**src/rtl/mabp_pkg.sv**
```systemverilog
// ---------------------------------------------------------------------------
// mabp_pkg
// Shared constants and types of the moving-average bipolar PWM block.
// ---------------------------------------------------------------------------
package mabp_pkg;

    // Window and sample geometry (window depth must be a power of two)
    localparam int WINDOW_DEPTH = 16;
    localparam int SAMPLE_BITS  = 12;
    localparam int SLOT_W       = $clog2(WINDOW_DEPTH);
    localparam int SUM_W        = SAMPLE_BITS + SLOT_W;
    localparam int DUTY_POS_W   = SAMPLE_BITS - 1;
    localparam int PWM_BITS     = 16;

    localparam logic [SAMPLE_BITS-1:0] MID_SCALE = SAMPLE_BITS'(1 << (SAMPLE_BITS - 1));
    localparam logic [SUM_W-1:0]       SUM_RESET =
        SUM_W'(WINDOW_DEPTH * (1 << (SAMPLE_BITS - 1)));
    localparam logic [PWM_BITS-1:0]    PERIOD_RESET = PWM_BITS'(1000);

    // Configuration port
    localparam int CFG_ADDR_W = 2;
    localparam int CFG_DATA_W = PWM_BITS;
    localparam logic [CFG_ADDR_W-1:0] CFG_ENABLE = CFG_ADDR_W'(0);
    localparam logic [CFG_ADDR_W-1:0] CFG_PERIOD = CFG_ADDR_W'(1);

    // Output phase codes
    typedef enum logic [1:0] {
        PH_IDLE = 2'd0,
        PH_POS  = 2'd1,
        PH_NEG  = 2'd2
    } phase_t;

    // Result beat, last field in the low bits
    typedef struct packed {
        logic                   pad;
        logic                   drive_negative;
        logic                   drive_positive;
        logic [SAMPLE_BITS-1:0] duty_negative;
        logic [DUTY_POS_W-1:0]  duty_positive;
        phase_t                 phase;
        logic [SAMPLE_BITS-1:0] filtered;
    } out_beat_t;

    localparam int IN_TDATA_W  = ((SAMPLE_BITS + 7) / 8) * 8;
    localparam int OUT_TDATA_W = $bits(out_beat_t);

endpackage

```
**src/rtl/mabp_ram.sv**
```systemverilog
// ---------------------------------------------------------------------------
// mabp_ram
// Generic single-port-write, single-port-read RAM with registered read.
// ---------------------------------------------------------------------------
module mabp_ram #(
    parameter int WIDTH = 8,
    parameter int DEPTH = 16
) (
    input  logic                     clk,
    input  logic                     we,
    input  logic [$clog2(DEPTH)-1:0] waddr,
    input  logic [WIDTH-1:0]         wdata,
    input  logic                     re,
    input  logic [$clog2(DEPTH)-1:0] raddr,
    output logic [WIDTH-1:0]         rdata
);

    logic [WIDTH-1:0] mem [DEPTH];

    // Write port
    always_ff @(posedge clk)
    begin
        if (we)
        begin
            mem[waddr] <= wdata;
        end
    end

    // Registered read, holds when not enabled
    always_ff @(posedge clk)
    begin
        if (re)
        begin
            rdata <= mem[raddr];
        end
    end

endmodule

```
**src/rtl/moving_average_bipolar_pwm.sv**
```systemverilog
// ---------------------------------------------------------------------------
// moving_average_bipolar_pwm
// Sixteen-tap moving average of converter samples driving a bipolar PWM.
// ---------------------------------------------------------------------------
// Usage:
//   s_* carries one 12-bit sample per beat. m_* returns one result beat per
//   sample: filtered mean, phase, both duties and both channel drives for
//   the PWM counter value of that step.
//   cfg_we/cfg_addr/cfg_wdata write enable_modulation (index 0) and the
//   PWM period (index 1); write only while no sample is in flight.
// Path: an accepted sample passes the update stage, then the output
//   register, before its result beat shows on m_*.
// Throughput: one sample per cycle while m_tready is high. The ring sits
//   in a 16-entry RAM read as a sample enters the update stage; steps use
//   different slots, so the next sample's read never meets the current write.
// Reset: the window reads as mid-scale everywhere (per-entry valid bits),
//   the running sum is 16 x 2048, the PWM counter is zero, modulation is
//   off and the period is 1000. No clearing pass is needed.
// Stall: when m_tready is low the result stays in the output register, the
//   update stage holds one more sample and s_tready drops after that.
// ---------------------------------------------------------------------------
module moving_average_bipolar_pwm (
    input  logic                                 clk,
    input  logic                                 rst_n,
    // s_tdata: [11:0] sample
    input  logic                                 s_tvalid,
    output logic                                 s_tready,
    input  logic [mabp_pkg::IN_TDATA_W-1:0]      s_tdata,
    // m_tdata: [11:0] filtered, [13:12] phase, [24:14] duty_positive,
    //          [36:25] duty_negative, [37] drive_positive, [38] drive_negative
    output logic                                 m_tvalid,
    input  logic                                 m_tready,
    output logic [mabp_pkg::OUT_TDATA_W-1:0]     m_tdata,
    input  logic                                 cfg_we,
    input  logic [mabp_pkg::CFG_ADDR_W-1:0]      cfg_addr,
    input  logic [mabp_pkg::CFG_DATA_W-1:0]      cfg_wdata
);

    import mabp_pkg::*;

    // Configuration registers
    logic                   enable_reg;
    logic [PWM_BITS-1:0]    period_reg;

    // Ring bookkeeping
    logic [SLOT_W-1:0]       slot_reg, slot_next;
    logic [WINDOW_DEPTH-1:0] entry_vld_reg;
    logic [SUM_W-1:0]        sum_reg, sum_next;
    logic [PWM_BITS-1:0]     pwm_count_reg, pwm_count_next;

    // Update stage
    logic                   p1_valid_reg;
    logic [SAMPLE_BITS-1:0] p1_sample_reg;
    logic [SLOT_W-1:0]      p1_slot_reg;
    logic                   p1_old_vld_reg;
    logic [SAMPLE_BITS-1:0] ram_rdata;

    // Output register
    logic                   out_valid_reg;
    out_beat_t              out_beat_reg, out_beat_next;

    logic                   in_fire;
    logic                   p1_go;
    logic [SAMPLE_BITS-1:0] old_sample;
    logic [SAMPLE_BITS-1:0] mean;
    logic [SAMPLE_BITS-1:0] diff_pos;
    logic [SAMPLE_BITS-1:0] diff_neg;
    logic [PWM_BITS-1:0]    count_inc;

    // Handshake
    assign p1_go    = p1_valid_reg && (!out_valid_reg || m_tready);
    assign s_tready = !p1_valid_reg || p1_go;
    assign in_fire  = s_tvalid && s_tready;
    assign m_tvalid = out_valid_reg;
    assign m_tdata  = out_beat_reg;

    // Sample ring memory
    mabp_ram #(
        .WIDTH (SAMPLE_BITS),
        .DEPTH (WINDOW_DEPTH)
    ) u_ring (
        .clk   (clk),
        .we    (p1_go),
        .waddr (p1_slot_reg),
        .wdata (p1_sample_reg),
        .re    (in_fire),
        .raddr (slot_reg),
        .rdata (ram_rdata)
    );

    // Configuration writes
    always_ff @(posedge clk or negedge rst_n)
    begin
        if (!rst_n)
        begin
            enable_reg <= 1'b0;
            period_reg <= PERIOD_RESET;
        end
        else if (cfg_we)
        begin
            if (cfg_addr == CFG_ENABLE)
            begin
                enable_reg <= cfg_wdata[0];
            end
            else if (cfg_addr == CFG_PERIOD)
            begin
                period_reg <= cfg_wdata[PWM_BITS-1:0];
            end
        end
    end

    // Next write slot, wraps at the window depth
    always_comb
    begin
        if (slot_reg == SLOT_W'(WINDOW_DEPTH - 1))
        begin
            slot_next = '0;
        end
        else
        begin
            slot_next = slot_reg + SLOT_W'(1);
        end
    end

    // Running sum, mean and PWM step
    always_comb
    begin
        old_sample = p1_old_vld_reg ? ram_rdata : MID_SCALE;
        sum_next   = sum_reg - SUM_W'(old_sample) + SUM_W'(p1_sample_reg);
        mean       = sum_next[SUM_W-1:SLOT_W];
        diff_pos   = mean - MID_SCALE;
        diff_neg   = MID_SCALE - mean;

        count_inc = pwm_count_reg + PWM_BITS'(1);
        if (count_inc >= period_reg)
        begin
            pwm_count_next = '0;
        end
        else
        begin
            pwm_count_next = count_inc;
        end

        out_beat_next               = '0;
        out_beat_next.filtered      = mean;
        out_beat_next.phase         = PH_IDLE;
        if (enable_reg)
        begin
            if (mean > MID_SCALE)
            begin
                out_beat_next.phase         = PH_POS;
                out_beat_next.duty_positive = diff_pos[DUTY_POS_W-1:0];
            end
            else
            begin
                out_beat_next.phase         = PH_NEG;
                out_beat_next.duty_negative = diff_neg;
            end
        end
        out_beat_next.drive_positive = pwm_count_next <
            {{(PWM_BITS - DUTY_POS_W){1'b0}}, out_beat_next.duty_positive};
        out_beat_next.drive_negative = pwm_count_next <
            {{(PWM_BITS - SAMPLE_BITS){1'b0}}, out_beat_next.duty_negative};
    end

    // Control state
    always_ff @(posedge clk or negedge rst_n)
    begin
        if (!rst_n)
        begin
            slot_reg      <= '0;
            entry_vld_reg <= '0;
            sum_reg       <= SUM_RESET;
            pwm_count_reg <= '0;
            p1_valid_reg  <= 1'b0;
            out_valid_reg <= 1'b0;
        end
        else
        begin
            if (in_fire)
            begin
                slot_reg <= slot_next;
            end
            if (p1_go)
            begin
                entry_vld_reg[p1_slot_reg] <= 1'b1;
                sum_reg                    <= sum_next;
                pwm_count_reg              <= pwm_count_next;
            end
            if (in_fire)
            begin
                p1_valid_reg <= 1'b1;
            end
            else if (p1_go)
            begin
                p1_valid_reg <= 1'b0;
            end
            if (p1_go)
            begin
                out_valid_reg <= 1'b1;
            end
            else if (m_tready)
            begin
                out_valid_reg <= 1'b0;
            end
        end
    end

    // Payload registers
    always_ff @(posedge clk)
    begin
        if (in_fire)
        begin
            p1_sample_reg  <= s_tdata[SAMPLE_BITS-1:0];
            p1_slot_reg    <= slot_reg;
            p1_old_vld_reg <= entry_vld_reg[slot_reg];
        end
        if (p1_go)
        begin
            out_beat_reg <= out_beat_next;
        end
    end

endmodule

```
**config.mk**
```make
export PLATFORM = sky130hd
export DESIGN_NAME = moving_average_bipolar_pwm
export DESIGN_NICKNAME = d
export VERILOG_FILES = /design/src/rtl/mabp_pkg.sv /design/src/rtl/mabp_ram.sv /design/src/rtl/moving_average_bipolar_pwm.sv
export SDC_FILE = /design/constraint.sdc
export NUM_CORES = 1
export LEC_CHECK = 0
export BUFFER_PORTS_ARGS = -buffer_cell sky130_fd_sc_hd__buf_2
export CORE_ASPECT_RATIO = 1.5
export CORE_MARGIN = 1
export CORE_UTILIZATION = 60
export CTS_CLUSTER_DIAMETER = 40
export DETAILED_ROUTE_END_ITERATION = 8
export PLACE_DENSITY = 0.85
export SLEW_MARGIN = 20
export SYNTH_ARGS = -nofsm -noshare
export SYNTH_HDL_FRONTEND = slang
export SYNTH_SLANG_ARGS = --single-unit
export TNS_END_PERCENT = 10
```
**constraint.sdc**
```tcl
create_clock -name clk -period 14.5 [get_ports clk]
set_input_delay 1.45 -clock clk [delete_from_list [all_inputs] [get_ports clk]]
set_output_delay 1.45 -clock clk [all_outputs]
set_load 0.005 [all_outputs]
```
==> results of run 1 <==
[placed cells by master (no fill, tap or decap), drive strengths merged, types with 5 or more instances in the layout]
cell    synthesis  final
buf            19     96
edfxtp        260    260
fa             12     12
mux2i          43     43
mux4           26     26
a221oi         13     13
nor3           15     15
a21o           14     14
and4            6      6
nand2b         11     11
a21oi          40     40
o211ai          9      9
nand4           8      8
o31ai          13     13
a22oi          14     14
or2            18     18
o21a            5      5
nor2           46     46
xor2           19     19
clkbuf         23     42
clkinv          0     10
nand2          99     99
dfrtp          64     64
and2           24     24
nor2b           9      9
dfstp           7      7
ha             56     56
nand3          19     19
o21ai          55     55
inv            89     95
mux2           27     27
xnor2          15     15
[stage by stage]
stage	hold slack [ns]	cell area (um^2)	util (%)
after floorplan	0.423	15400	-
after global placement	0.447	16200	64.3
after detailed placement	0.452	16200	64.3
after CTS	0.466	17400	69.0
after global routing	0.475	17400	69.1
final	0.465	17400	69.1
[logic make-up (layout without fill, tap and decap cells)]
family	count (synthesis)	after routing
AO/OA/AOI/OAI	188	188
XOR/XNOR	34	34
adder cells (fa/ha/maj)	68	68
buffers and inverters	131	249
flip-flops	331	331
multiplexers	96	96
other	1	1
AND/OR/NAND/NOR	271	271
[path summary, 6_finish.rpt]
check / start / endpoint / slack [ns] / depth (start not counted)
max in group asynchronous: rst_n / slot_reg[0] / 12.64 / 2
hold reg to reg: entry_vld_reg[11] / entry_vld_reg[11] / 0.46 / 1
hold / removal: entry_vld_reg[11] / entry_vld_reg[11] / 0.46 / 1
setup reg to reg: p1_sample_reg[4] / m_tdata[37] / 8.32 / 25
setup / recovery: p1_sample_reg[4] / m_tdata[37] / 8.32 / 25
min in group asynchronous: rst_n / period_reg[10] / 1.16 / 2
[worst reg2reg max path, stage by stage, from the launching register on]
cell and delay, ns:
edfxtp_1 0.68, inv_1 0.14, fa_1 0.53, inv_1 0.05, ha_1 0.37, a21oi_1 0.31
o21ai_0 0.25, xnor2_1 0.24, ha_1 0.33, nand2b_1 0.13, o31a_1 0.12, o21ai_0 0.08
a311oi_1 0.55, a21oi_1 0.18, nand4_4 0.19, nand3_2 0.23, inv_2 0.25, nand2_1 0.09
ha_1 0.32, a21o_1 0.18, a21oi_1 0.14, nor2_1 0.05, nor2_1 0.08, nand2_1 0.08
nor4b_1 0.31, o21a_1 0.17
[layer usage]
| layer | up-vias | routed length, um |
|---|---|---|
| li1 | 4299 | - |
| met1 | 4640 | 11200 |
| met2 | 353 | 17200 |
| met3 | 112 | 1610 |
| met4 | 0 | 1560 |
| met5 | - | 0 |
[area by class of cell]
cell class                      instances  area (um^2)
Clock buffer                           42          966
Clock inverter                         22          226
Fill cell                            1648         7780
Inverter                               89          335
Multi-Input combinational cell        658         5290
Sequential cell                       331         9600
Tap cell                              328          410
Timing Repair Buffer                   96          533
==> impl_metrics.ini, run 1 <==
[logic_synthesis]
syn_avg_cell_area_um2 = 13.7
synth_edf_count = 260
yosysMostFrequentCell = edfxtp_1
synth.distinct_cells = 73
async_flop_share_pct = 21.5
synthAdderAreaFrac_pct = 6.12
synth_flop_cell = edfxtp_1
synth.top_cell.area_share_pct = 50.8
synth_area_mm2 = 0.0154
muxShareOfSynthArea_pct = 8.59
synth_nets = 1227
synthSimpleGateAreaFrac_pct = 8.91
netlist_top_cells_count = 260 x edfxtp_1, 99 x nand2_1, 83 x inv_1
synth.yosys.seq_area_share_pct = 62.4
synthCells = 1120
synth-compound-area-share_pct = 8.35
synth_area_leaders = edfxtp_1 51%, dfrtp_1 10%, ha_1 4.6%, mux4_2 3.8%, mux2i_1 2.8%
synth_seq_cells = 331
synth-xor-area-share_pct = 2.13
ys_warn_count = 0
synth_top_family_by_area = simple AND/OR/NAND/NOR gates
synth_area_leader_cell = edfxtp_1

[worst_setup_path]
cp-start-kind = register
critPathCaptureType = register
cp_data_arrival_time_ns = 6.57
critPathSlowestCell = edfxtp_1
slowest_delay_ns = 0.68
critPathTopFamily = compound AO/OA/AOI/OAI gates
crit_fanout = 17
crit_required_ns = 14.88
crit_type = register to register
worst-path-buf-inv = 3

[final_layout]
regMostFlops = u_ring.mem
final_cells = 1566
largest_reg_flops = 192
diodes = 0
layout.nets = 1319
drive_above_1_share_pct = 21.8
area_delta_synth_final_pct = 12.9

[outcome]
status = completed

[global_route]
track_usage_pct = 25.1
grt_pass1_wl_um = 50200
grt_most_used_layer = met2
antenna_found_initial = 0
grt.met1_usage_pct = 27.4
grt_max_degree = 72
gr-usage-met2_pct = 46.2
first_global_vias = 9668
met3_usage_pct = 3.74
overflow = 0

[place]
place_hpwl_um = 21000
dpl.cell_count = 1502
place_ws_ns = 8.49
place.gp.congestion = 0.918
numPortBuffers = 75

[clock_tree]
cts.sinks = 331
cts-root-buf = clkbuf_16
clkTransAtPathRegs_ns = 0.06
htreeDepth = 2
cts_setup_buffers = 0
cts_max_path_buffers = 3
cts_made_buffers = 36
insertion_delay_ns = 0.53
ctsResizeCount = 0
cts-hold-fix-buffers = 0
cts_tree = built

[floorplanning]
ios = 81
dieArea_mm2 = 0.0263
die_w_um = 133
std_cell_rows = 71
die_h_um = 198
core_region_area_mm2 = 0.0251
start_util_pct = 61.2

[detailed_routing]
drc = 0
vias = 9404
wirelength_um = 31600
ant_nets = 0
post_drt_wl_per_cell_um = 20.2
vias_per_cell = 6.01
firstDrtPassIters = 5
drt_first_iter_violations = 709

[sta]
rsz0062_at_grt = false
max_freq_mhz = 162
worst_pin_slew_ns = 1.15
setup_viol = 0
clock_skew_ns = 0.0262
maxSlewViolCount = 0
min_period_ns = 6.18
slew-limit-headroom_pct = 23.1
setup_ws_ns = 8.32
setup-tns-final_ns = 0
hold_viol = 0
period_share_pct = 42.6

[flow_run]
drv_cap = 0

[min_path]
worstHoldPathType = register to register
Power of run 1 is left out: the tool's default activity adds up to more than one toggle a clock period on the data nets, which glitch-free logic cannot reach.
==> inputs of run 2 (changes only) <==
Clock period 14.5 ns to 5.9 ns, I/O delays scaled along.
==> run 2 against run 1 <==
Global-route usage increased by 1.9 points. Count of clock-buffer cells in the layout down 2. Critical path depth grew 1. Cell area up 0.67%. Wire length grew 7.4%. Die area unchanged. Critical path type unchanged.
==> impl_metrics.ini, run 2 (synthesis results as in run 1) <==
[outcome]
status = completed

[clock_tree]
cts_max_path_buffers = 3
htreeDepth = 2
cts.sinks = 331
cts_tree = built
cts-hold-fix-buffers = 0
cts-root-buf = clkbuf_16
cts_made_buffers = 35
insertion_delay_ns = 0.52
clkTransAtPathRegs_ns = 0.06

[sta]
setup-tns-final_ns = 0
min_period_ns = 5.49
rsz0062_at_grt = false
setup_viol = 0
slew-limit-headroom_pct = 18.4
clock_skew_ns = 0.0236
max_freq_mhz = 182
period_share_pct = 93.1
hold_viol = 0
worst_pin_slew_ns = 1.22
maxSlewViolCount = 0

[global_route]
track_usage_pct = 27.0
antenna_found_initial = 0
grt_pass1_wl_um = 53000
overflow = 0
first_global_vias = 9887
grt_max_degree = 72

[final_layout]
fillCellCount = 1647
layout_commonest_cell = edfxtp_1
drive_above_1_share_pct = 22.8
layout.nets = 1328
final_cell_mix = 260 x edfxtp_1, 98 x nand2_1, 82 x inv_1, 75 x buf_2, 63 x dfrtp_1
regMostFlops = u_ring.mem
largest_reg_flops = 192
area_delta_synth_final_pct = 13.7
diodes = 0

[worst_setup_path]
slowest_delay_ns = 0.51
worst-path-buf-inv = 3
cp_data_arrival_time_ns = 5.85
crit_required_ns = 6.26
critPathCaptureType = register
critPathSlowestCell = edfxtp_1
rrSetupSlack_ns = 0.41
critPathTopFamily = compound AO/OA/AOI/OAI gates
r2r_end = m_tdata[38]
crit_type = register to register
worst_r2r_path_depth = 26
r2r_start = p1_old_vld_reg
crit_fanout = 13
cp-start-kind = register

[place]
place.gp.congestion = 0.931
place_hpwl_um = 21700
numPortBuffers = 75

[floorplanning]
ios = 81
die_w_um = 133
std_cell_rows = 71
dieArea_mm2 = 0.0263
die_h_um = 198
start_util_pct = 61.2
core_region_area_mm2 = 0.0251

[detailed_routing]
vias_per_cell = 6.14
drc = 0
wirelength_um = 33900
post_drt_wl_per_cell_um = 21.5
firstDrtPassIters = 5
drt_first_iter_violations = 877
vias = 9666
ant_nets = 0

[min_path]
worstHoldPathType = input port to register
hp-start = s_tdata[6]
hold_path_end = p1_sample_reg[6]
hold_path_depth = 1

[flow_run]
drv_cap = 0
## run 2: final cells by class
| class | instances | area [um^2] | area share (%) |
|---|---|---|---|
| Sequential cell | 331 | 9600 | 54.9 |
| Multi-Input combinational cell | 658 | 5340 | 30.6 |
| Clock buffer | 40 | 937 | 5.36 |
| Timing Repair Buffer | 106 | 606 | 3.47 |
| Tap cell | 328 | 410 | 2.35 |
| Inverter | 89 | 334 | 1.91 |
| Clock inverter | 22 | 253 | 1.45 |
## run 2: how the worst max path moves through the flow
stage	startpoint	endpoint	depth (start not counted)
after detailed placement	p1_old_vld_reg	m_tdata[38]	25
after CTS	p1_old_vld_reg	m_tdata[38]	25
after floorplan	p1_old_vld_reg	m_tdata[37]	27
after global placement	p1_old_vld_reg	m_tdata[38]	25
final	p1_old_vld_reg	m_tdata[38]	26
after global routing	p1_old_vld_reg	m_tdata[38]	25
## run 2: through the flow
stage               instance area (um^2)  hold WS, ns  worst slack [ns]  utilization [%]  instances
global route                       17500        0.228            0.0138             69.5       1574
detailed placement                 16200        0.456             0.226             64.6       1506
global placement                   16200        0.447             0.317             64.6       1506
floorplan                          15400        0.294             0.859                -       1120
CTS                                17400        0.227             0.180             69.3       1568
finish                             17500        0.240             0.409             69.5       1574
## run 2: timing repair
item | 4_1_cts | 5_1_grt
resized for setup | 0 | 3
buffers inserted | 0 | 6
endpoints found under the setup margin | 0 | 2
## run 2: layer usage
layer	part of all wire (%)	vias up	track usage, %
met2	54	427	48.8
li1	-	4336	-
met5	0	-	0
met1	36	4794	30.6
met4	4.9	0	15.5
met3	5.9	109	3.76
Power of run 2 is left out for the same reason.
==> inputs of run 3 (changes only) <==
Settings changed: CORE_UTILIZATION 60 to 55, PLACE_DENSITY 0.85 to 0.8.
==> run 3 against run 2 <==
The run now ends with design-rule violations left. Non-clock buffer count is 16 higher. Cell count is 2.0% higher. Clock skew is 0.0055 ns lower. Via count is 2.9% lower. Core utilization is 5.3 points lower. Register-to-register slack worse by 0.08 ns. Global-route usage is 3.7 points lower. Cell area is 0.42% higher. Critical path depth is 1 higher. Sequential share of layout area is 0.23 points lower. Critical path type unchanged.
==> impl_metrics.ini, run 3 (synthesis results as in run 1) <==
[clock_tree]
clkTransAtPathRegs_ns = 0.06
cts_tree = built
cts_max_path_buffers = 3
cts.sinks = 331
htreeDepth = 2
insertion_delay_ns = 0.54
cts-root-buf = clkbuf_16
cts_made_buffers = 35

[place]
place_hpwl_um = 21800
dpl.cell_count = 1530
numPortBuffers = 75
place.gp.congestion = 0.893

[worst_setup_path]
cpMostUsedCell = ha_1
cp-start-kind = register
cp_data_arrival_time_ns = 5.94
worst-path-buf-inv = 4
critPathTopFamily = compound AO/OA/AOI/OAI gates
crit_type = register to register
worst_r2r_path_depth = 27
crit_required_ns = 6.27
critPathSlowestCell = edfxtp_1
slowest_delay_ns = 0.51
critPathCaptureType = register
cp_num_cells = 27
crit_fanout = 9

[sta]
max_freq_mhz = 179
period_share_pct = 94.4
hold_viol = 0
slew-limit-headroom_pct = 23.9
hold_slack_ns = 0.200
maxSlewViolCount = 0
worst_pin_slew_ns = 1.14
min_period_ns = 5.57
setup_viol = 0
clock_skew_ns = 0.0181

[floorplanning]
dieArea_mm2 = 0.0286
die_w_um = 139
start_util_pct = 56.3
core_region_area_mm2 = 0.0273
std_cell_rows = 74
die_h_um = 207
ios = 81

[global_route]
first_global_vias = 9821
track_usage_pct = 23.3
antenna_found_initial = 0
grt_pass1_wl_um = 51200
grt_max_degree = 72
overflow = 0

[detailed_routing]
wirelength_um = 32100
vias = 9385
firstDrtPassIters = 7
ant_nets = 0
post_drt_wl_per_cell_um = 20.0
vias_per_cell = 5.84
drt_first_iter_violations = 632
drc = 20

[final_layout]
largest_reg_flops = 192
area_delta_synth_final_pct = 14.2
layout.nets = 1344
drive_above_1_share_pct = 23.0
layout_commonest_cell = edfxtp_1
regMostFlops = u_ring.mem
final_cells = 1606
final_cell_mix = 260 x edfxtp_1, 98 x nand2_1, 82 x inv_1, 74 x buf_2, 63 x dfrtp_1
diodes = 0
fillCellCount = 1917

[outcome]
status = finished, violations left
violations = design-rule violations

[flow_run]
drv_cap = 0

[min_path]
worstHoldPathType = input port to async pin
[run 3: final cells by class]
class                           instances  area, um^2  share of cell area (%)
Clock buffer                           41         898                    5.12
Clock inverter                         23         267                    1.52
Inverter                               89         334                    1.90
Multi-Input combinational cell        658        5300                    30.2
Sequential cell                       331        9600                    54.7
Tap cell                              342         428                    2.44
Timing Repair Buffer                  122         731                    4.16
[run 3: final timing paths]
check,from,endpoint,slack [ns]
max,p1_old_vld_reg,m_tdata[38],0.33
min,rst_n,entry_vld_reg[9],0.20
max reg2reg,p1_old_vld_reg,m_tdata[38],0.33
min reg2reg,entry_vld_reg[3],entry_vld_reg[3],0.46
max in group asynchronous,rst_n,slot_reg[0],4.99
min in group clk,s_tdata[6],p1_sample_reg[6],0.23
[run 3: what timing repair did]
action | 4_1_cts | 5_1_grt
setup endpoints to repair | 0 | 2
hold buffers | 0 | 0
resized for setup | 0 | 3
setup buffers | 0 | 12
[run 3: metrics by stage]
step | setup WS, ns | instance area [um^2] | utilization (%) | TNS, ns
4_1_cts | 0.137 | 17400 | 63.9 | 0
6_report | 0.329 | 17600 | 64.3 | 0
3_3_place_gp | 0.300 | 16300 | 59.6 | 0
2_1_floorplan | 0.859 | 15400 | - | 0
5_1_grt | -0.0326 | 17600 | 64.3 | -0.0625
3_5_place_dp | 0.208 | 16300 | 59.6 | 0
[run 3: per-layer routing]
layer,global-route usage (%),part of all wire [%],vias to the layer above
met1,25.2,36,4564
li1,-,-,4345
met4,13.9,5.1,0
met5,0,0,-
met2,43.3,53,365
met3,3.64,5.5,111
[run 3: worst reg2reg max path, cell delays in order (launching register included)]
cell and delay (ns):
edfxtp_1 0.51, buf_4 0.19, and2_1 0.13, ha_1 0.28
inv_1 0.06, ha_1 0.21, inv_1 0.07, fa_1 0.38
nand2b_1 0.21, nand2b_1 0.09, a21o_1 0.12, xnor2_1 0.17
ha_1 0.33, nand2b_1 0.11, o31a_1 0.25, o21ai_0 0.12
a311oi_2 0.11, a21oi_1 0.26, nand4_4 0.19, a21oi_4 0.29
buf_4 0.16, nand2_1 0.05, ha_1 0.30, a21o_1 0.16
a21o_1 0.17, a211oi_1 0.22, nand3_1 0.09, a31oi_1 0.17
Power of run 3 is left out for the same reason.
